--- config.mk ---
export PLATFORM = sky130hd
export DESIGN_NAME = rv64c_instruction_expander_unit
export DESIGN_NICKNAME = d
export VERILOG_FILES = /design/src/rtl/rv64cx_pkg.sv /design/src/rtl/rv64cx_decoder.sv /design/src/rtl/rv64c_instruction_expander_unit.sv
export SDC_FILE = /design/constraint.sdc
export NUM_CORES = 1
export LEC_CHECK = 0
export BUFFER_PORTS_ARGS = -buffer_cell sky130_fd_sc_hd__buf_2
export CAP_MARGIN = 20
export CORE_UTILIZATION = 35
export CTS_CLUSTER_DIAMETER = 30
export DETAILED_ROUTE_END_ITERATION = 16
export GPL_ROUTABILITY_DRIVEN = 0
export PLACE_DENSITY_LB_ADDON = 0.05
export SLEW_MARGIN = 10
export SYNTH_ARGS = -nofsm -noshare
export SYNTH_HDL_FRONTEND = slang
export SYNTH_SLANG_ARGS = --single-unit
--- constraint.sdc ---
create_clock -name clock -period 5.5 [get_ports clock]
set_input_delay 1.375 -clock clock [delete_from_list [all_inputs] [get_ports clock]]
set_output_delay 1.375 -clock clock [all_outputs]
set_load 0.1 [all_outputs]
--- src/rtl/rv64cx_pkg.sv ---
`timescale 1ns / 1ps

package rv64cx_pkg;

   // Base opcodes
   localparam logic [6:0] OP_IMM   = 7'h13;
   localparam logic [6:0] OP_IMM32 = 7'h1B;
   localparam logic [6:0] OP_REG   = 7'h33;
   localparam logic [6:0] OP_REG32 = 7'h3B;
   localparam logic [6:0] OP_LUI   = 7'h37;
   localparam logic [6:0] OP_JALR  = 7'h67;
   localparam logic [6:0] OP_BR    = 7'h63;
   localparam logic [6:0] OP_JAL   = 7'h6F;
   localparam logic [6:0] OP_LDF   = 7'h07;
   localparam logic [6:0] OP_LD    = 7'h03;
   localparam logic [6:0] OP_STF   = 7'h27;
   localparam logic [6:0] OP_ST    = 7'h23;

   localparam logic [11:0] SRA_BIT   = 12'h400;
   localparam logic [31:0] WORD_NOP  = 32'h0000_0013;
   localparam logic [31:0] WORD_EBRK = 32'h0010_0073;

   // Base funct3 / funct7 codes
   localparam logic [2:0] F3_ADD  = 3'd0;
   localparam logic [2:0] F3_SLL  = 3'd1;
   localparam logic [2:0] F3_W    = 3'd2;
   localparam logic [2:0] F3_D    = 3'd3;
   localparam logic [2:0] F3_XOR  = 3'd4;
   localparam logic [2:0] F3_SR   = 3'd5;
   localparam logic [2:0] F3_OR   = 3'd6;
   localparam logic [2:0] F3_AND  = 3'd7;
   localparam logic [2:0] F3_BEQ  = 3'd0;
   localparam logic [2:0] F3_BNE  = 3'd1;
   localparam logic [6:0] F7_ZERO = 7'h00;
   localparam logic [6:0] F7_SUB  = 7'h20;

   // Fixed registers
   localparam logic [4:0] REG_ZERO = 5'd0;
   localparam logic [4:0] REG_RA   = 5'd1;
   localparam logic [4:0] REG_SP   = 5'd2;

   typedef enum logic [1:0] {
      QUAD_0 = 2'b00,
      QUAD_1 = 2'b01,
      QUAD_2 = 2'b10,
      QUAD_3 = 2'b11
   } quadrant_type;

   // Compressed funct3, per quadrant
   localparam logic [2:0] C0_ADDI4SPN = 3'd0;
   localparam logic [2:0] C0_FLD      = 3'd1;
   localparam logic [2:0] C0_LW       = 3'd2;
   localparam logic [2:0] C0_LD       = 3'd3;
   localparam logic [2:0] C0_RSVD     = 3'd4;
   localparam logic [2:0] C0_FSD      = 3'd5;
   localparam logic [2:0] C0_SW       = 3'd6;
   localparam logic [2:0] C0_SD       = 3'd7;

   localparam logic [2:0] C1_ADDI     = 3'd0;
   localparam logic [2:0] C1_ADDIW    = 3'd1;
   localparam logic [2:0] C1_LI       = 3'd2;
   localparam logic [2:0] C1_LUI      = 3'd3;
   localparam logic [2:0] C1_ALU      = 3'd4;
   localparam logic [2:0] C1_J        = 3'd5;
   localparam logic [2:0] C1_BEQZ     = 3'd6;
   localparam logic [2:0] C1_BNEZ     = 3'd7;

   localparam logic [2:0] C2_SLLI     = 3'd0;
   localparam logic [2:0] C2_FLDSP    = 3'd1;
   localparam logic [2:0] C2_LWSP     = 3'd2;
   localparam logic [2:0] C2_LDSP     = 3'd3;
   localparam logic [2:0] C2_CR       = 3'd4;
   localparam logic [2:0] C2_FSDSP    = 3'd5;
   localparam logic [2:0] C2_SWSP     = 3'd6;
   localparam logic [2:0] C2_SDSP     = 3'd7;

   // C.ALU sub-op select (bits 11:10) and funct2 (bits 6:5)
   localparam logic [1:0] ALU_SRLI = 2'd0;
   localparam logic [1:0] ALU_SRAI = 2'd1;
   localparam logic [1:0] ALU_ANDI = 2'd2;
   localparam logic [1:0] ALU_REG  = 2'd3;
   localparam logic [1:0] F2_SUB   = 2'd0;
   localparam logic [1:0] F2_XOR   = 2'd1;
   localparam logic [1:0] F2_OR    = 2'd2;
   localparam logic [1:0] F2_AND   = 2'd3;

   typedef struct packed {
      logic        illegal;
      logic [31:0] word;
   } exp_result_type;

   function automatic logic [31:0] enc_i(logic [6:0] op, logic [4:0] rd, logic [2:0] f3,
                                         logic [4:0] rs1, logic [11:0] imm);
      return {imm, rs1, f3, rd, op};
   endfunction

   function automatic logic [31:0] enc_r(logic [6:0] op, logic [4:0] rd, logic [2:0] f3,
                                         logic [4:0] rs1, logic [4:0] rs2, logic [6:0] f7);
      return {f7, rs2, rs1, f3, rd, op};
   endfunction

   function automatic logic [31:0] enc_s(logic [6:0] op, logic [2:0] f3, logic [4:0] rs1,
                                         logic [4:0] rs2, logic [11:0] imm);
      return {imm[11:5], rs2, rs1, f3, imm[4:0], op};
   endfunction

   function automatic logic [31:0] enc_b(logic [2:0] f3, logic [4:0] rs1, logic [12:0] imm);
      return {imm[12], imm[10:5], REG_ZERO, rs1, f3, imm[4:1], imm[11], OP_BR};
   endfunction

   function automatic logic [31:0] enc_j(logic [20:0] imm);
      return {imm[20], imm[10:1], imm[11], imm[19:12], REG_ZERO, OP_JAL};
   endfunction

endpackage

--- src/rtl/rv64cx_decoder.sv ---
`timescale 1ns / 1ps

// Pure combinational expansion of one compressed halfword.
module rv64cx_decoder (
   input  logic [15:0]                 c,
   output rv64cx_pkg::exp_result_type  result
);

   logic [2:0]  f3;
   logic [4:0]  rd;
   logic [4:0]  rs2;
   logic [4:0]  rdp;
   logic [4:0]  rs1p;
   logic [5:0]  imm6;
   logic [11:0] imm6_sx;
   logic [11:0] imm_d;
   logic [11:0] imm_w;
   logic [11:0] imm_4spn;
   logic [11:0] imm_16sp;
   logic [20:0] imm_j;
   logic [12:0] imm_b;
   logic [11:0] ld_d;
   logic [11:0] st_d;
   logic [11:0] imm_lwsp;
   logic [11:0] imm_swsp;
   logic [2:0]  alu_f3;
   logic [6:0]  alu_f7;
   logic        bad;
   logic [31:0] word;

   assign f3   = c[15:13];
   assign rd   = c[11:7];
   assign rs2  = c[6:2];
   assign rdp  = {2'b01, c[4:2]};
   assign rs1p = {2'b01, c[9:7]};
   assign imm6 = {c[12], c[6:2]};
   assign imm6_sx  = {{6{imm6[5]}}, imm6};
   assign imm_d    = {4'b0, c[6:5], c[12:10], 3'b0};
   assign imm_w    = {5'b0, c[5], c[12:10], c[6], 2'b0};
   assign imm_4spn = {2'b0, c[10:7], c[12:11], c[5], c[6], 2'b0};
   assign imm_16sp = {{3{c[12]}}, c[4:3], c[5], c[2], c[6], 4'b0};
   assign imm_j    = {{10{c[12]}}, c[8], c[10:9], c[6], c[7], c[2], c[11], c[5:3], 1'b0};
   assign imm_b    = {{5{c[12]}}, c[6:5], c[2], c[11:10], c[4:3], 1'b0};
   assign ld_d     = {3'b0, c[4:2], c[12], c[6:5], 3'b0};
   assign st_d     = {3'b0, c[9:7], c[12:10], 3'b0};
   assign imm_lwsp = {4'b0, c[3:2], c[12], c[6:4], 2'b0};
   assign imm_swsp = {4'b0, c[8:7], c[12:9], 2'b0};

   always_comb begin
      unique case (c[6:5])
         rv64cx_pkg::F2_SUB: alu_f3 = rv64cx_pkg::F3_ADD;
         rv64cx_pkg::F2_XOR: alu_f3 = rv64cx_pkg::F3_XOR;
         rv64cx_pkg::F2_OR:  alu_f3 = rv64cx_pkg::F3_OR;
         default:            alu_f3 = rv64cx_pkg::F3_AND;
      endcase
      alu_f7 = (c[6:5] == rv64cx_pkg::F2_SUB) ? rv64cx_pkg::F7_SUB : rv64cx_pkg::F7_ZERO;
   end

   always_comb begin
      bad  = 1'b0;
      word = rv64cx_pkg::WORD_NOP;
      unique case (rv64cx_pkg::quadrant_type'(c[1:0]))
         rv64cx_pkg::QUAD_0: begin
            unique case (f3)
               rv64cx_pkg::C0_ADDI4SPN: begin
                  bad  = (imm_4spn == 12'd0);
                  word = rv64cx_pkg::enc_i(rv64cx_pkg::OP_IMM, rdp, rv64cx_pkg::F3_ADD,
                                           rv64cx_pkg::REG_SP, imm_4spn);
               end
               rv64cx_pkg::C0_FLD:
                  word = rv64cx_pkg::enc_i(rv64cx_pkg::OP_LDF, rdp, rv64cx_pkg::F3_D,
                                           rs1p, imm_d);
               rv64cx_pkg::C0_LW:
                  word = rv64cx_pkg::enc_i(rv64cx_pkg::OP_LD, rdp, rv64cx_pkg::F3_W,
                                           rs1p, imm_w);
               rv64cx_pkg::C0_LD:
                  word = rv64cx_pkg::enc_i(rv64cx_pkg::OP_LD, rdp, rv64cx_pkg::F3_D,
                                           rs1p, imm_d);
               rv64cx_pkg::C0_RSVD:
                  bad = 1'b1;
               rv64cx_pkg::C0_FSD:
                  word = rv64cx_pkg::enc_s(rv64cx_pkg::OP_STF, rv64cx_pkg::F3_D,
                                           rs1p, rdp, imm_d);
               rv64cx_pkg::C0_SW:
                  word = rv64cx_pkg::enc_s(rv64cx_pkg::OP_ST, rv64cx_pkg::F3_W,
                                           rs1p, rdp, imm_w);
               default:
                  word = rv64cx_pkg::enc_s(rv64cx_pkg::OP_ST, rv64cx_pkg::F3_D,
                                           rs1p, rdp, imm_d);
            endcase
         end
         rv64cx_pkg::QUAD_1: begin
            unique case (f3)
               rv64cx_pkg::C1_ADDI: begin
                  if (rd != rv64cx_pkg::REG_ZERO && imm6 != 6'd0) begin
                     word = rv64cx_pkg::enc_i(rv64cx_pkg::OP_IMM, rd, rv64cx_pkg::F3_ADD,
                                              rd, imm6_sx);
                  end
               end
               rv64cx_pkg::C1_ADDIW: begin
                  bad  = (rd == rv64cx_pkg::REG_ZERO);
                  word = rv64cx_pkg::enc_i(rv64cx_pkg::OP_IMM32, rd, rv64cx_pkg::F3_ADD,
                                           rd, imm6_sx);
               end
               rv64cx_pkg::C1_LI: begin
                  if (rd != rv64cx_pkg::REG_ZERO) begin
                     word = rv64cx_pkg::enc_i(rv64cx_pkg::OP_IMM, rd, rv64cx_pkg::F3_ADD,
                                              rv64cx_pkg::REG_ZERO, imm6_sx);
                  end
               end
               rv64cx_pkg::C1_LUI: begin
                  if (rd == rv64cx_pkg::REG_SP) begin
                     // C.ADDI16SP
                     bad  = (imm_16sp == 12'd0);
                     word = rv64cx_pkg::enc_i(rv64cx_pkg::OP_IMM, rv64cx_pkg::REG_SP,
                                              rv64cx_pkg::F3_ADD, rv64cx_pkg::REG_SP,
                                              imm_16sp);
                  end else begin
                     bad = (imm6 == 6'd0);
                     if (rd != rv64cx_pkg::REG_ZERO) begin
                        word = {{14{imm6[5]}}, imm6, rd, rv64cx_pkg::OP_LUI};
                     end
                  end
               end
               rv64cx_pkg::C1_ALU: begin
                  unique case (c[11:10])
                     rv64cx_pkg::ALU_SRLI: begin
                        if (imm6 != 6'd0) begin
                           word = rv64cx_pkg::enc_i(rv64cx_pkg::OP_IMM, rs1p,
                                                    rv64cx_pkg::F3_SR, rs1p,
                                                    {6'b0, imm6});
                        end
                     end
                     rv64cx_pkg::ALU_SRAI: begin
                        if (imm6 != 6'd0) begin
                           word = rv64cx_pkg::enc_i(rv64cx_pkg::OP_IMM, rs1p,
                                                    rv64cx_pkg::F3_SR, rs1p,
                                                    rv64cx_pkg::SRA_BIT | {6'b0, imm6});
                        end
                     end
                     rv64cx_pkg::ALU_ANDI:
                        word = rv64cx_pkg::enc_i(rv64cx_pkg::OP_IMM, rs1p,
                                                 rv64cx_pkg::F3_AND, rs1p, imm6_sx);
                     default: begin
                        if (!c[12]) begin
                           word = rv64cx_pkg::enc_r(rv64cx_pkg::OP_REG, rs1p, alu_f3,
                                                    rs1p, rdp, alu_f7);
                        end else begin
                           // SUBW / ADDW; the other two funct2 codes are reserved
                           bad  = c[6];
                           word = rv64cx_pkg::enc_r(rv64cx_pkg::OP_REG32, rs1p,
                                                    rv64cx_pkg::F3_ADD, rs1p, rdp, alu_f7);
                        end
                     end
                  endcase
               end
               rv64cx_pkg::C1_J:
                  word = rv64cx_pkg::enc_j(imm_j);
               rv64cx_pkg::C1_BEQZ:
                  word = rv64cx_pkg::enc_b(rv64cx_pkg::F3_BEQ, rs1p, imm_b);
               default:
                  word = rv64cx_pkg::enc_b(rv64cx_pkg::F3_BNE, rs1p, imm_b);
            endcase
         end
         rv64cx_pkg::QUAD_2: begin
            unique case (f3)
               rv64cx_pkg::C2_SLLI: begin
                  if (rd != rv64cx_pkg::REG_ZERO && imm6 != 6'd0) begin
                     word = rv64cx_pkg::enc_i(rv64cx_pkg::OP_IMM, rd, rv64cx_pkg::F3_SLL,
                                              rd, {6'b0, imm6});
                  end
               end
               rv64cx_pkg::C2_FLDSP:
                  word = rv64cx_pkg::enc_i(rv64cx_pkg::OP_LDF, rd, rv64cx_pkg::F3_D,
                                           rv64cx_pkg::REG_SP, ld_d);
               rv64cx_pkg::C2_LWSP: begin
                  bad  = (rd == rv64cx_pkg::REG_ZERO);
                  word = rv64cx_pkg::enc_i(rv64cx_pkg::OP_LD, rd, rv64cx_pkg::F3_W,
                                           rv64cx_pkg::REG_SP, imm_lwsp);
               end
               rv64cx_pkg::C2_LDSP: begin
                  bad  = (rd == rv64cx_pkg::REG_ZERO);
                  word = rv64cx_pkg::enc_i(rv64cx_pkg::OP_LD, rd, rv64cx_pkg::F3_D,
                                           rv64cx_pkg::REG_SP, ld_d);
               end
               rv64cx_pkg::C2_CR: begin
                  if (rs2 == rv64cx_pkg::REG_ZERO) begin
                     if (!c[12]) begin
                        // C.JR
                        bad  = (rd == rv64cx_pkg::REG_ZERO);
                        word = rv64cx_pkg::enc_i(rv64cx_pkg::OP_JALR, rv64cx_pkg::REG_ZERO,
                                                 rv64cx_pkg::F3_ADD, rd, 12'd0);
                     end else if (rd == rv64cx_pkg::REG_ZERO) begin
                        word = rv64cx_pkg::WORD_EBRK;
                     end else begin
                        word = rv64cx_pkg::enc_i(rv64cx_pkg::OP_JALR, rv64cx_pkg::REG_RA,
                                                 rv64cx_pkg::F3_ADD, rd, 12'd0);
                     end
                  end else if (rd != rv64cx_pkg::REG_ZERO) begin
                     // C.MV adds to x0, C.ADD to rd
                     word = rv64cx_pkg::enc_r(rv64cx_pkg::OP_REG, rd, rv64cx_pkg::F3_ADD,
                                              c[12] ? rd : rv64cx_pkg::REG_ZERO, rs2,
                                              rv64cx_pkg::F7_ZERO);
                  end
               end
               rv64cx_pkg::C2_FSDSP:
                  word = rv64cx_pkg::enc_s(rv64cx_pkg::OP_STF, rv64cx_pkg::F3_D,
                                           rv64cx_pkg::REG_SP, rs2, st_d);
               rv64cx_pkg::C2_SWSP:
                  word = rv64cx_pkg::enc_s(rv64cx_pkg::OP_ST, rv64cx_pkg::F3_W,
                                           rv64cx_pkg::REG_SP, rs2, imm_swsp);
               default:
                  word = rv64cx_pkg::enc_s(rv64cx_pkg::OP_ST, rv64cx_pkg::F3_D,
                                           rv64cx_pkg::REG_SP, rs2, st_d);
            endcase
         end
         default:
            bad = 1'b1;
      endcase
   end

   assign result.illegal = bad;
   assign result.word    = bad ? 32'd0 : word;

endmodule

--- src/rtl/rv64c_instruction_expander_unit.sv ---
`timescale 1ns / 1ps

// RV64C instruction expander. Each request carries one 16-bit compressed
// halfword; each response gives the equivalent 32-bit RV64I/F/D instruction,
// or illegal = 1 with a zero word for reserved encodings and quadrant 3.
// HINT encodings come out as the canonical NOP and C.EBREAK as EBREAK.
// Two register stages: the request register holds the halfword, the
// expansion is combinational, and the response register holds the result.
// A request is held in the request register, and its expansion is loaded
// into the response register; one request can be taken every cycle while
// req_stall is low. req_stall is asserted only when both stages are full
// and rsp_stall is high, so a waiting response does not block a new request.
// No state survives between requests; reset only clears the valid bits.
module rv64c_instruction_expander_unit (
   input  logic        clock,
   input  logic        reset,

   input  logic        req_valid,
   output logic        req_stall,
   input  logic [15:0] req_compressed_word,

   output logic        rsp_valid,
   input  logic        rsp_stall,
   output logic        rsp_illegal,
   output logic [31:0] rsp_expanded_word
);

   // request stage
   logic        req_valid_ff;
   logic        req_valid_in;
   logic [15:0] req_word_ff;

   // response stage
   logic        rsp_valid_ff;
   logic        rsp_valid_in;
   rv64cx_pkg::exp_result_type rsp_result_ff;

   rv64cx_pkg::exp_result_type exp_result;

   logic rsp_adv;   // response stage may load
   logic req_adv;   // request stage may load

   assign rsp_adv   = !rsp_valid_ff || !rsp_stall;
   assign req_adv   = !req_valid_ff || rsp_adv;
   assign req_stall = !req_adv;

   assign req_valid_in = req_adv ? req_valid : req_valid_ff;
   assign rsp_valid_in = rsp_adv ? req_valid_ff : rsp_valid_ff;

   always_ff @(posedge clock) begin
      if (reset) begin
         req_valid_ff <= 1'b0;
         rsp_valid_ff <= 1'b0;
      end else begin
         req_valid_ff <= req_valid_in;
         rsp_valid_ff <= rsp_valid_in;
      end
   end

   // payload: no reset needed
   always_ff @(posedge clock) begin
      if (req_adv && req_valid) begin
         req_word_ff <= req_compressed_word;
      end
      if (rsp_adv && req_valid_ff) begin
         rsp_result_ff <= exp_result;
      end
   end

   rv64cx_decoder u_decoder (
      .c      (req_word_ff),
      .result (exp_result)
   );

   assign rsp_valid         = rsp_valid_ff;
   assign rsp_illegal       = rsp_result_ff.illegal;
   assign rsp_expanded_word = rsp_result_ff.word;

endmodule

# Word-level counts from Yosys, hierarchy flattened
# Index checks and enable logic that the tools add are counted.
[word_totals] inputBits=20 out_inout_bits=35 elab_cells=69 ff_bits=51
[classes] eq_ne=13 muxes=29 n_reduce_logical=22
[ops] op="one-hot mux 32 bit (7 select lines)" n=2
[ops] op="one-hot mux 30 bit (7 select lines)" n=1
[ops] op="one-hot mux 32 bit (3 select lines)" n=2
[ops] op="2-to-1 mux 32 bit" n=5
[ops] op="2-to-1 mux 26 bit" n=2
[ops] op="2-to-1 mux 21 bit" n=2
[ops] op="2-to-1 mux 31 bit" n=1
[ops] op="2-to-1 mux 25 bit" n=1
[ops] op="zero test 12 bit" n=2
[ops] op="2-to-1 mux 15 bit" n=1
[ops] op="zero test 5 bit" n=2
[ops] op="== test 3 bit (second input constant)" n=3
[ops] op="one-hot mux 3 bit (3 select lines)" n=1
[ops] op="== test 2 x 1 -> 1 bit (second input constant)" n=3
[ops] op="== test 2 bit (second input constant)" n=3
[ops] op="== test 3 x 2 -> 1 bit (second input constant)" n=2
[ops] op="zero test 2 bit" n=3
[ops] op="zero test 6 bit" n=1
[ops] op="2-to-1 mux 6 bit" n=1
[ops] op="one-hot mux 1 bit (3 select lines)" n=2
[ops] op="nonzero test 6 bit" n=1
[ops] op="== test 5 x 2 -> 1 bit (second input constant)" n=1
[ops] op="2-to-1 mux 1 bit" n=5
[ops] op="2-to-1 mux 5 bit" n=1
[ops] op="other kinds (9)" n=16

# Longest topological paths before layout
# Gate-level depths: netlist (run 1).
[logic_depth] word_depth=6 depth_mapped=8 ltp_nobuf=5

# Cells and area by module
# A second synthesis (run 1) with hierarchy kept.
[hier_totals] cells_unflattened=417 area_unflattened_um2=3568.4
[by_module_without_submodules] mod="rv64cx_decoder" area_per_inst_um2=2010.7 seq_area_each_um2=0.0 instances=1 cells_each=358
[by_module_without_submodules] mod="rv64c_instruction_expander_unit" area_per_inst_um2=1557.7 seq_area_each_um2=1511.4 instances=1 cells_each=59

# Worst setup path after synthesis (run 1)
# Ideal clock, no wire load.
[synth_timing] kind="input to register" from="in rsp_stall" to="reg rsp_result_ff (netlist bit rsp_expanded_word[10]), enable pin" t_required_ps=5030 t_arrival_ps=3752 path_buffers=0 slack_ps=1278 setup_time_ps=470 stages=1 path_cell_list="a21boi_0"
[synth_between] elab_chain_len=3
[synth_lines] item="start, declared" line="rv64c_instruction_expander_unit.sv:23" source="input logic rsp_stall,"
[synth_lines] item="zero test 1 bit" line="rv64c_instruction_expander_unit.sv:43" source="assign rsp_adv = !rsp_valid_ff || !rsp_stall;"
[synth_lines] item="logical OR 1 bit" line="rv64c_instruction_expander_unit.sv:43"
[synth_lines] item="logical AND 1 bit" line="rv64c_instruction_expander_unit.sv:65" source="if (rsp_adv && req_valid_ff) begin"
[synth_lines] item="end signal, assigned" line="rv64c_instruction_expander_unit.sv:66" source="rsp_result_ff <= exp_result;"
[synth_lines] item="end, declared" line="rv64c_instruction_expander_unit.sv:36" source="rv64cx_pkg::exp_result_type rsp_result_ff;"
# Every way passes these cells.
# A chain may end at the register's enable or synchronous reset.

# Worst setup path after layout (run 1)
[layout_timing] from="in rsp_stall" to="out req_stall"
[layout_between] elab_chain_len=4
[layout_lines] item="zero test 1 bit" line="rv64c_instruction_expander_unit.sv:43"
[layout_lines] item="logical OR 1 bit" line="rv64c_instruction_expander_unit.sv:43"
[layout_lines] item="logical OR 1 bit" line="rv64c_instruction_expander_unit.sv:44" source="assign req_adv = !req_valid_ff || rsp_adv;"
[layout_lines] item="zero test 1 bit" line="rv64c_instruction_expander_unit.sv:45" source="assign req_stall = !req_adv;"
[layout_lines] item="end, declared" line="rv64c_instruction_expander_unit.sv:19" source="output logic req_stall,"
# Every way passes these cells.

==> impl_metrics.env, run 1 <==
export IMPL_outcome="complete, no violations"
export IMPL_finalHoldViolCount=0
export IMPL_synth_cells=405
export IMPL_ioPinCount=55
export IMPL_cp_startpoint="rsp_stall"
export IMPL_yosysSeqAreaShare_pct=41.01
export IMPL_powerDensity_nw_per_um2=245.5
export IMPL_place_area_um2=3889
export IMPL_swShare_pct=37.90
export IMPL_reg2reg_depth=6
export IMPL_synthTopCellsByArea="edfxtp_1 40%, o21ai_0 4.7%, a21oi_1 4.2%, nand2_1 3.9%, nor2_1 3.3%"
export IMPL_clkTransAtPathRegs_ps=100
export IMPL_cp_max_fo=3
export IMPL_clkPwrFrac_pct=23.3
export IMPL_post_cts_resized=0
export IMPL_dieHeight_um=103.6
export IMPL_seqPwrFrac_pct=48.8
export IMPL_setup_violations=0
export IMPL_cts_root_buf="clkbuf_8"
export IMPL_cts_sinks=50
export IMPL_worstPathRequired_ps=4120
export IMPL_synth_top_flop_cell="edfxtp_1"
export IMPL_yosysTopAreaCellShare_pct=39.90
export IMPL_synth_cell_types=74
export IMPL_reg2reg_slack_ps=2150
export IMPL_crit_type="input pin to output port"
export IMPL_synthToLayoutAreaGrowth_pct=10.84
export IMPL_p_int_mw=0.6105
export IMPL_grt_pass1_wl_mm=19.11
export IMPL_period_needed_ps=3504
export IMPL_clk_latency_ps=310
export IMPL_drt_wl_total_mm=12.10
export IMPL_critical_path_arrival_ps=2130
export IMPL_synth_top_area_cell="edfxtp_1"
export IMPL_clock_skew_ps=8.838
export IMPL_end_kind="output port"
export IMPL_diodes=0
export IMPL_wl_per_cell_um=21.46
export IMPL_drtAntennaViolNets=0
export IMPL_power_frac_comb_pct=27.8
export IMPL_p_sw_mw=0.3726
export IMPL_start_util_pct=36.45
export IMPL_num_vias=3568
export IMPL_grt_max_degree=35
export IMPL_final_common_cell="buf_2"
export IMPL_synth_warnings=0
export IMPL_tightest_slew_ps=1016
export IMPL_grt_usage_pct=22.78
export IMPL_p_leak_nw=1.360
export IMPL_rsz0062_at_grt="no"
export IMPL_drive_gt1_share_pct=22.74
export IMPL_finalPower_mw=0.9831
export IMPL_fp_coreArea_um2=9910
export IMPL_antenna_found_initial=0
export IMPL_syn_nets=425
export IMPL_cts_buffers=5
export IMPL_max_freq_mhz=285.4
export IMPL_syn_avg_cell_area_um2=8.919
export IMPL_cts_htree_levels=2
export IMPL_hp_class="flop to flop"
export IMPL_first_pass_iters=6
export IMPL_drc_errors=0
export IMPL_grt_pass1_vias=3301
export IMPL_die_x_um=103.6
export IMPL_post_cts_buffers=0
export IMPL_maxSlewHeadroom_pct=32.28
export IMPL_numPortBuffers=54
export IMPL_crit_end="req_stall"
export IMPL_viasPerCell=6.326
export IMPL_drt_iter0_drc=446
export IMPL_r2r_start="req_word_ff[15]"
export IMPL_grt_overflow=0
export IMPL_mostFrequentLayoutCells="54 x buf_2, 48 x edfxtp_1, 38 x nand2_1"
export IMPL_synthArstFlopShare_pct=0
export IMPL_synth_edf_count=48
export IMPL_die_area_um2=10730
export IMPL_crit_reg2reg_capture="rsp_expanded_word[15]"
export IMPL_synth_seq_cells=50
export IMPL_fp_row_count=36
export IMPL_layout_nets=450
export IMPL_stdcell_area_um2=4004
export IMPL_dpl_hpwl_mm=8.171
export IMPL_cts_tree="built"
export IMPL_synth_area_um2=3612
export IMPL_cap_violations=0
export IMPL_finalHoldWorstSlack_ps=509.0
export IMPL_slew_violations=0
export IMPL_cts_buffer_depth=2
export IMPL_setup_tns_ps=0
export IMPL_fin_crit_sh_pct=63.71
export IMPL_start_kind="input pin"
export IMPL_hold_buffers=0
export IMPL_irDropWorstVdd_uv=126.9
## power by group through the flow
stage	logic, mW	registers [mW]	clock network [mW]
detailed placement	0.269	0.487	0
global placement	0.270	0.487	0
finish	0.274	0.480	0.229
global route	0.289	0.482	0.249
CTS	0.269	0.479	0.241
floorplan	0.134	0.562	0
## worst min-delay path by stage
| stage | from | endpoint | cells after the start |
|---|---|---|---|
| 6_report | req_valid_ff | rsp_valid | 2 |
| 5_1_grt | req_valid_ff | rsp_valid | 2 |
| 4_1_cts | req_valid_ff | rsp_valid | 2 |
| 3_5_place_dp | req_valid_ff | rsp_valid | 2 |
| 3_3_place_gp | req_valid_ff | rsp_valid | 2 |
| 2_1_floorplan | req_valid_ff | rsp_valid | 2 |
## stage by stage
| step | utilization (%) | cells | setup WS, ps |
|---|---|---|---|
| global route | 40.40 | 564 | 1966 |
| detailed placement | 39.24 | 555 | 1994 |
| CTS | 40.20 | 563 | 1994 |
| global placement | 39.24 | 555 | 2008 |
| floorplan | - | 405 | 1278 |
| finish | 40.40 | 564 | 1996 |
## critical path: stages
cell	delay, ps
buf_2	120
and3_1	200
buf_2	440
## state kept, by name (all words and copies together) (netlist names)
name,flops
req_valid_ff,1
req_word_ff,16
rsp_expanded_word,31
rsp_illegal,1
rsp_valid,1
## Yosys cell counts, types with 5 or more instances
library cell   n
edfxtp_1      48
a21oi_2        7
buf_6          5
nor2_1        32
a31oi_1       19
a21oi_1       30
o22ai_1        6
o21ai_0       34
nor3_1        17
and3_1         5
nor2b_1        6
o32ai_1        5
nand3_1        9
o211ai_1       6
nand2_1       38
clkbuf_1      24
inv_1          8
buf_2         11
## layout make-up
type / count / area, µm²
clock buffers: 6 / 82.58
repair buffers: 61 / 335.3
multi-input cells: 302 / 1888
inverters: 10 / 37.54
flip-flops and latches: 50 / 1481
clock inverters: 2 / 12.51
fillers: 1024 / 5906
well taps: 133 / 166.4
## metal layers
metal | up-vias | share of wire [%] | GRT usage, %
met4 | 0 | 3.9 | 8.592
met5 | - | 0 | 0
met1 | 1674 | 42 | 32.12
met3 | 43 | 9.9 | 4.216
li1 | 1609 | - | -
met2 | 242 | 44 | 34.52
## cell families (layout without fill, tap and decap cells)
group / Yosys count / after routing / share of synthesized area, %
xor+xnor: 1 / 1 / 0.2425
flops: 50 / 50 / 41.01
simple gates: 139 / 139 / 19.95
fa+ha+maj: 1 / 1 / 0.2771
mux: 3 / 3 / 0.8313
buf+inv: 53 / 79 / 7.031
compound gates: 158 / 158 / 30.65
(Power assumes the default switching activity.)
==> run 2, diff against run 1 <==
- clock period: 5.5 -> 3.3 ns (I/O delays scaled with it)
==> impl_metrics.env, run 2 (synthesis results as in run 1) <==
export IMPL_clk_latency_ps=320
export IMPL_critical_path_arrival_ps=2700
export IMPL_tightest_slew_ps=836.1
export IMPL_start_kind="flop"
export IMPL_mostFrequentLayoutCells="54 x buf_2, 48 x edfxtp_1, 38 x nand2_1"
export IMPL_seqPwrFrac_pct=44.3
export IMPL_first_pass_iters=5
export IMPL_end_kind="flop"
export IMPL_r2r_start="req_word_ff[15]"
export IMPL_slew_violations=0
export IMPL_dpl_hpwl_mm=8.803
export IMPL_placed_cells=583
export IMPL_outcome="complete, no violations"
export IMPL_cts_buffer_depth=2
export IMPL_cap_violations=0
export IMPL_cp_max_fo=26
export IMPL_drive_gt1_share_pct=27.07
export IMPL_crit_reg2reg_capture="rsp_expanded_word[10]"
export IMPL_cts_buffers=5
export IMPL_p_sw_mw=0.6291
export IMPL_stdcell_area_um2=4209
export IMPL_worstHoldStart="req_valid_ff"
export IMPL_clkTransAtPathRegs_ps=100
export IMPL_die_area_um2=10730
export IMPL_clock_skew_ps=9.742
export IMPL_finalPower_mw=1.723
export IMPL_drt_iter0_drc=465
export IMPL_fp_coreArea_um2=9910
export IMPL_post_cts_buffers=0
export IMPL_preCtsSetupSlack_ps=705.7
export IMPL_max_freq_mhz=377.7
export IMPL_antenna_found_initial=0
export IMPL_hold_end="rsp_valid"
export IMPL_dieHeight_um=103.6
export IMPL_fp_row_count=36
export IMPL_irDropWorstVdd_uv=195.5
export IMPL_place_area_um2=4099
export IMPL_grt_usage_pct=23.32
export IMPL_fillerInstances=1026
export IMPL_grt_overflow=0
export IMPL_drt_wl_total_mm=12.38
export IMPL_largest_reg_flops=31
export IMPL_worstPathRequired_ps=3350
export IMPL_hp_class="flop to flop"
export IMPL_crit_type="flop to flop"
export IMPL_layout_nets=477
export IMPL_diodes=0
export IMPL_cts_tree="built"
export IMPL_setup_violations=0
export IMPL_cts_root_buf="clkbuf_8"
export IMPL_power_frac_comb_pct=30.0
export IMPL_numPortBuffers=54
export IMPL_clkPwrFrac_pct=25.7
export IMPL_post_route_util_pct=42.47
export IMPL_maxSlewHeadroom_pct=44.05
export IMPL_synthToLayoutAreaGrowth_pct=16.52
export IMPL_path_cells="nor4bb_1 > and3_1 > nor3_1 > a31oi_4 > buf_4 > a21oi_1"
export IMPL_reg2reg_slack_ps=650
export IMPL_powerDensity_nw_per_um2=409.3
export IMPL_stdcell_count=591
export IMPL_rsz0062_at_grt="no"
export IMPL_critPathSlowestCell="edfxtp_1"
export IMPL_period_needed_ps=2647
export IMPL_finalHoldViolCount=0
export IMPL_ioPinCount=55
export IMPL_final_common_cell="buf_2"
export IMPL_num_vias=3750
export IMPL_setup_tns_ps=0
export IMPL_grt_pass1_vias=3518
export IMPL_hold_buffers=0
export IMPL_fin_crit_sh_pct=80.22
export IMPL_post_cts_resized=0
export IMPL_layout_setup_ws_ps=652.7
export IMPL_p_int_mw=1.093
export IMPL_cts_sinks=50
export IMPL_wl_per_cell_um=20.94
export IMPL_swShare_pct=36.52
export IMPL_finalHoldWorstSlack_ps=500.4
export IMPL_critPathMaxStageDelay_ps=760
export IMPL_grt_pass1_wl_mm=19.51
export IMPL_start_util_pct=36.45
export IMPL_drc_errors=0
export IMPL_cts_htree_levels=2
export IMPL_grt_max_degree=33
export IMPL_reg2reg_depth=6
export IMPL_min_path_cells=2
export IMPL_die_x_um=103.6
export IMPL_drtAntennaViolNets=0
export IMPL_viasPerCell=6.345
export IMPL_p_leak_nw=1.492
run 2: final cells by class:
class | instances | area, µm² | area share, %
clock buffers | 6 | 72.57 | 1.724
clock inverters | 2 | 37.54 | 0.8918
inverters | 10 | 37.54 | 0.8918
multi-input cells | 302 | 1888 | 44.86
flip-flops and latches | 50 | 1481 | 35.20
well taps | 133 | 166.4 | 3.954
repair buffers | 88 | 525.5 | 12.49
run 2: worst max path at each step:
stage / startpoint / to / slack, ps / depth (start not counted)
floorplan: rsp_stall / rsp_expanded_word[10] / 480 / 1
global placement: req_word_ff[14] / rsp_expanded_word[10] / 610 / 7
detailed placement: req_word_ff[14] / rsp_expanded_word[10] / 710 / 7
CTS: req_word_ff[15] / rsp_expanded_word[10] / 700 / 6
global route: req_word_ff[15] / rsp_expanded_word[10] / 540 / 6
finish: req_word_ff[15] / rsp_expanded_word[10] / 650 / 6
run 2: critical path: cells and delay by family, from the launching register on:
| family | cells | cell delay (ps) |
|---|---|---|
| flip-flops | 1 | 760 |
| buffers and inverters | 1 | 340 |
| AO/OA/AOI/OAI | 2 | 320 |
| AND/OR/NAND/NOR | 3 | 970 |
run 2: per-layer routing:
metal | global-route usage, % | vias up | routed length [µm] | part of all wire (%)
li1 | - | 1667 | - | -
met5 | 0 | - | 0 | 0
met1 | 31.28 | 1754 | 4969 | 40
met3 | 4.091 | 46 | 1343 | 11
met4 | 12.11 | 0 | 525 | 4.2
met2 | 35.91 | 283 | 5539 | 45
run 2: power groups by stage:
stage / Sequential [mW] / Clock [mW] / Combinational [mW]
6_report: 0.764 / 0.442 / 0.516
3_5_place_dp: 0.778 / 0 / 0.507
2_1_floorplan: 0.936 / 0 / 0.223
5_1_grt: 0.769 / 0.474 / 0.542
4_1_cts: 0.764 / 0.456 / 0.508
3_3_place_gp: 0.777 / 0 / 0.514
==> run 3, diff against run 2 <==
- clock period: 3.3 -> 2.29 ns (I/O delays scaled with it)
==> impl_metrics.env, run 3 (synthesis results as in run 1) <==
export IMPL_reg2reg_depth=7
export IMPL_drtAntennaViolNets=0
export IMPL_clkTransAtPathRegs_ps=90
export IMPL_start_util_pct=36.45
export IMPL_cts_sinks=50
export IMPL_cts_tree="built"
export IMPL_cp_buffers_inverters=2
export IMPL_clock_skew_ps=6.820
export IMPL_p_leak_nw=1.635
export IMPL_maxSlewHeadroom_pct=46.91
export IMPL_rsz0062_at_grt="no"
export IMPL_irDropWorstVdd_uv=238.8
export IMPL_cts_buffers=5
export IMPL_viasPerCell=6.100
export IMPL_drt_iter0_drc=520
export IMPL_ioPinCount=55
export IMPL_fp_coreArea_um2=9910
export IMPL_layout_nets=504
export IMPL_grt_max_degree=33
export IMPL_num_vias=3770
export IMPL_dieHeight_um=103.6
export IMPL_powerDensity_nw_per_um2=540.4
export IMPL_final_common_cell="buf_4"
export IMPL_cap_violations=0
export IMPL_min_path_cells=2
export IMPL_finalHoldViolCount=0
export IMPL_max_freq_mhz=449.3
export IMPL_hp_class="input pin to flop"
export IMPL_die_area_um2=10730
export IMPL_diodes=0
export IMPL_grt_busiest_layer="met2"
export IMPL_grt_pass1_vias=3498
export IMPL_post_cts_buffers=0
export IMPL_grtUsageMet1_pct=31.25
export IMPL_critPathMaxStageDelay_ps=490
export IMPL_slew_violations=0
export IMPL_path_cells="buf_4 > nor4bb_1 > and3_1 > nor3_1 > a31oi_4 > buf_12 > a31oi_1"
export IMPL_largest_reg_flops=31
export IMPL_grt_usage_pct=23.50
export IMPL_setup_violations=0
export IMPL_worstPathRequired_ps=2350
export IMPL_critPathSlowestCell="nor4bb_1"
export IMPL_antenna_found_initial=0
export IMPL_setup_tns_ps=0
export IMPL_period_needed_ps=2226
export IMPL_grt_overflow=0
export IMPL_path_delay_family="simple AND/OR/NAND/NOR gates"
export IMPL_post_cts_resized=0
export IMPL_end_kind="flop"
export IMPL_drive_gt1_share_pct=32.58
export IMPL_hold_buffers=0
export IMPL_die_x_um=103.6
export IMPL_crit_type="flop to flop"
export IMPL_dpl_hpwl_mm=9.079
export IMPL_place_area_um2=4343
export IMPL_drc_errors=0
export IMPL_cts_root_buf="clkbuf_8"
export IMPL_stdcell_area_um2=4456
export IMPL_grt_use_met2_pct=37.06
export IMPL_drt_wl_total_mm=12.59
export IMPL_outcome="complete, no violations"
export IMPL_first_pass_iters=5
export IMPL_wl_per_cell_um=20.37
export IMPL_cts_buffer_depth=2
export IMPL_numPortBuffers=54
export IMPL_fp_row_count=36
export IMPL_gr_usage_met3_pct=4.909
export IMPL_start_kind="flop"
export IMPL_cts_htree_levels=2
export IMPL_fin_crit_sh_pct=97.20
export IMPL_grt_pass1_wl_mm=19.73
export IMPL_synthToLayoutAreaGrowth_pct=23.35
export IMPL_mostFrequentLayoutCells="58 x buf_4, 54 x buf_2, 48 x edfxtp_1"
export IMPL_clk_latency_ps=310
export IMPL_critical_path_arrival_ps=2290
export IMPL_tightest_slew_ps=790.3
export IMPL_cp_max_fo=26
export IMPL_fillerInstances=1032
export IMPL_cp_num_cells=7
==> run 3: path summary, 6_finish.rpt <==
kind / startpoint / endpoint / slack, ps
worst max-delay path: req_word_ff[13] / rsp_expanded_word[28] / 60
worst min-delay path: reset / rsp_valid / 420
worst max register to register: req_word_ff[13] / rsp_expanded_word[28] / 60
worst min register to register: req_valid_ff / rsp_valid / 520
==> run 3: cell type report <==
type	instances	area [µm²]	area share [%]
multi-input combinational	302	1922	43.13
sequential	50	1481	33.25
timing repair buffer	115	765.7	17.19
tap	133	166.4	3.735
clock buffer	6	72.57	1.629
inverter	10	37.54	0.8425
clock inverter	2	10.01	0.2247
==> run 3: through the flow <==
stage / utilization (%) / hold slack [ps] / setup slack (ps) / total power, mW / instances
4_1_cts: 44.66 / 424.5 / 22.52 / 2.399 / 618
3_5_place_dp: 43.83 / 515.7 / 34.28 / 1.887 / 610
6_report: 44.96 / 424.1 / 64.22 / 2.408 / 618
2_1_floorplan: - / 444.5 / -467.8 / 1.671 / 405
3_3_place_gp: 43.83 / 468.7 / 26.36 / 1.893 / 610
5_1_grt: 44.96 / 420.1 / 1.866 / 2.494 / 618
==> run 3: routing by layer <==
metal  vias up  part of all wire [%]
met2       277                    45
met5         -                     0
met1      1724                    41
met3        48                    11
met4         0                   3.4
li1       1721                     -
==> run 3: worst reg2reg max path, stage by stage, from the launching register on <==
cell      delay, ps
edfxtp_1        440
buf_4           190
nor4bb_1        490
and3_1          250
nor3_1          100
a31oi_4         220
buf_12          200
a31oi_1          90
==> run 3: report_power, final <==
group / leakage (nW) / switching [mW] / internal, mW
Clock: 0.0450 / 0.310 / 0.213
Sequential: 0.472 / 0.0206 / 1.06
Combinational: 1.12 / 0.583 / 0.217
Total: 1.64 / 0.913 / 1.49
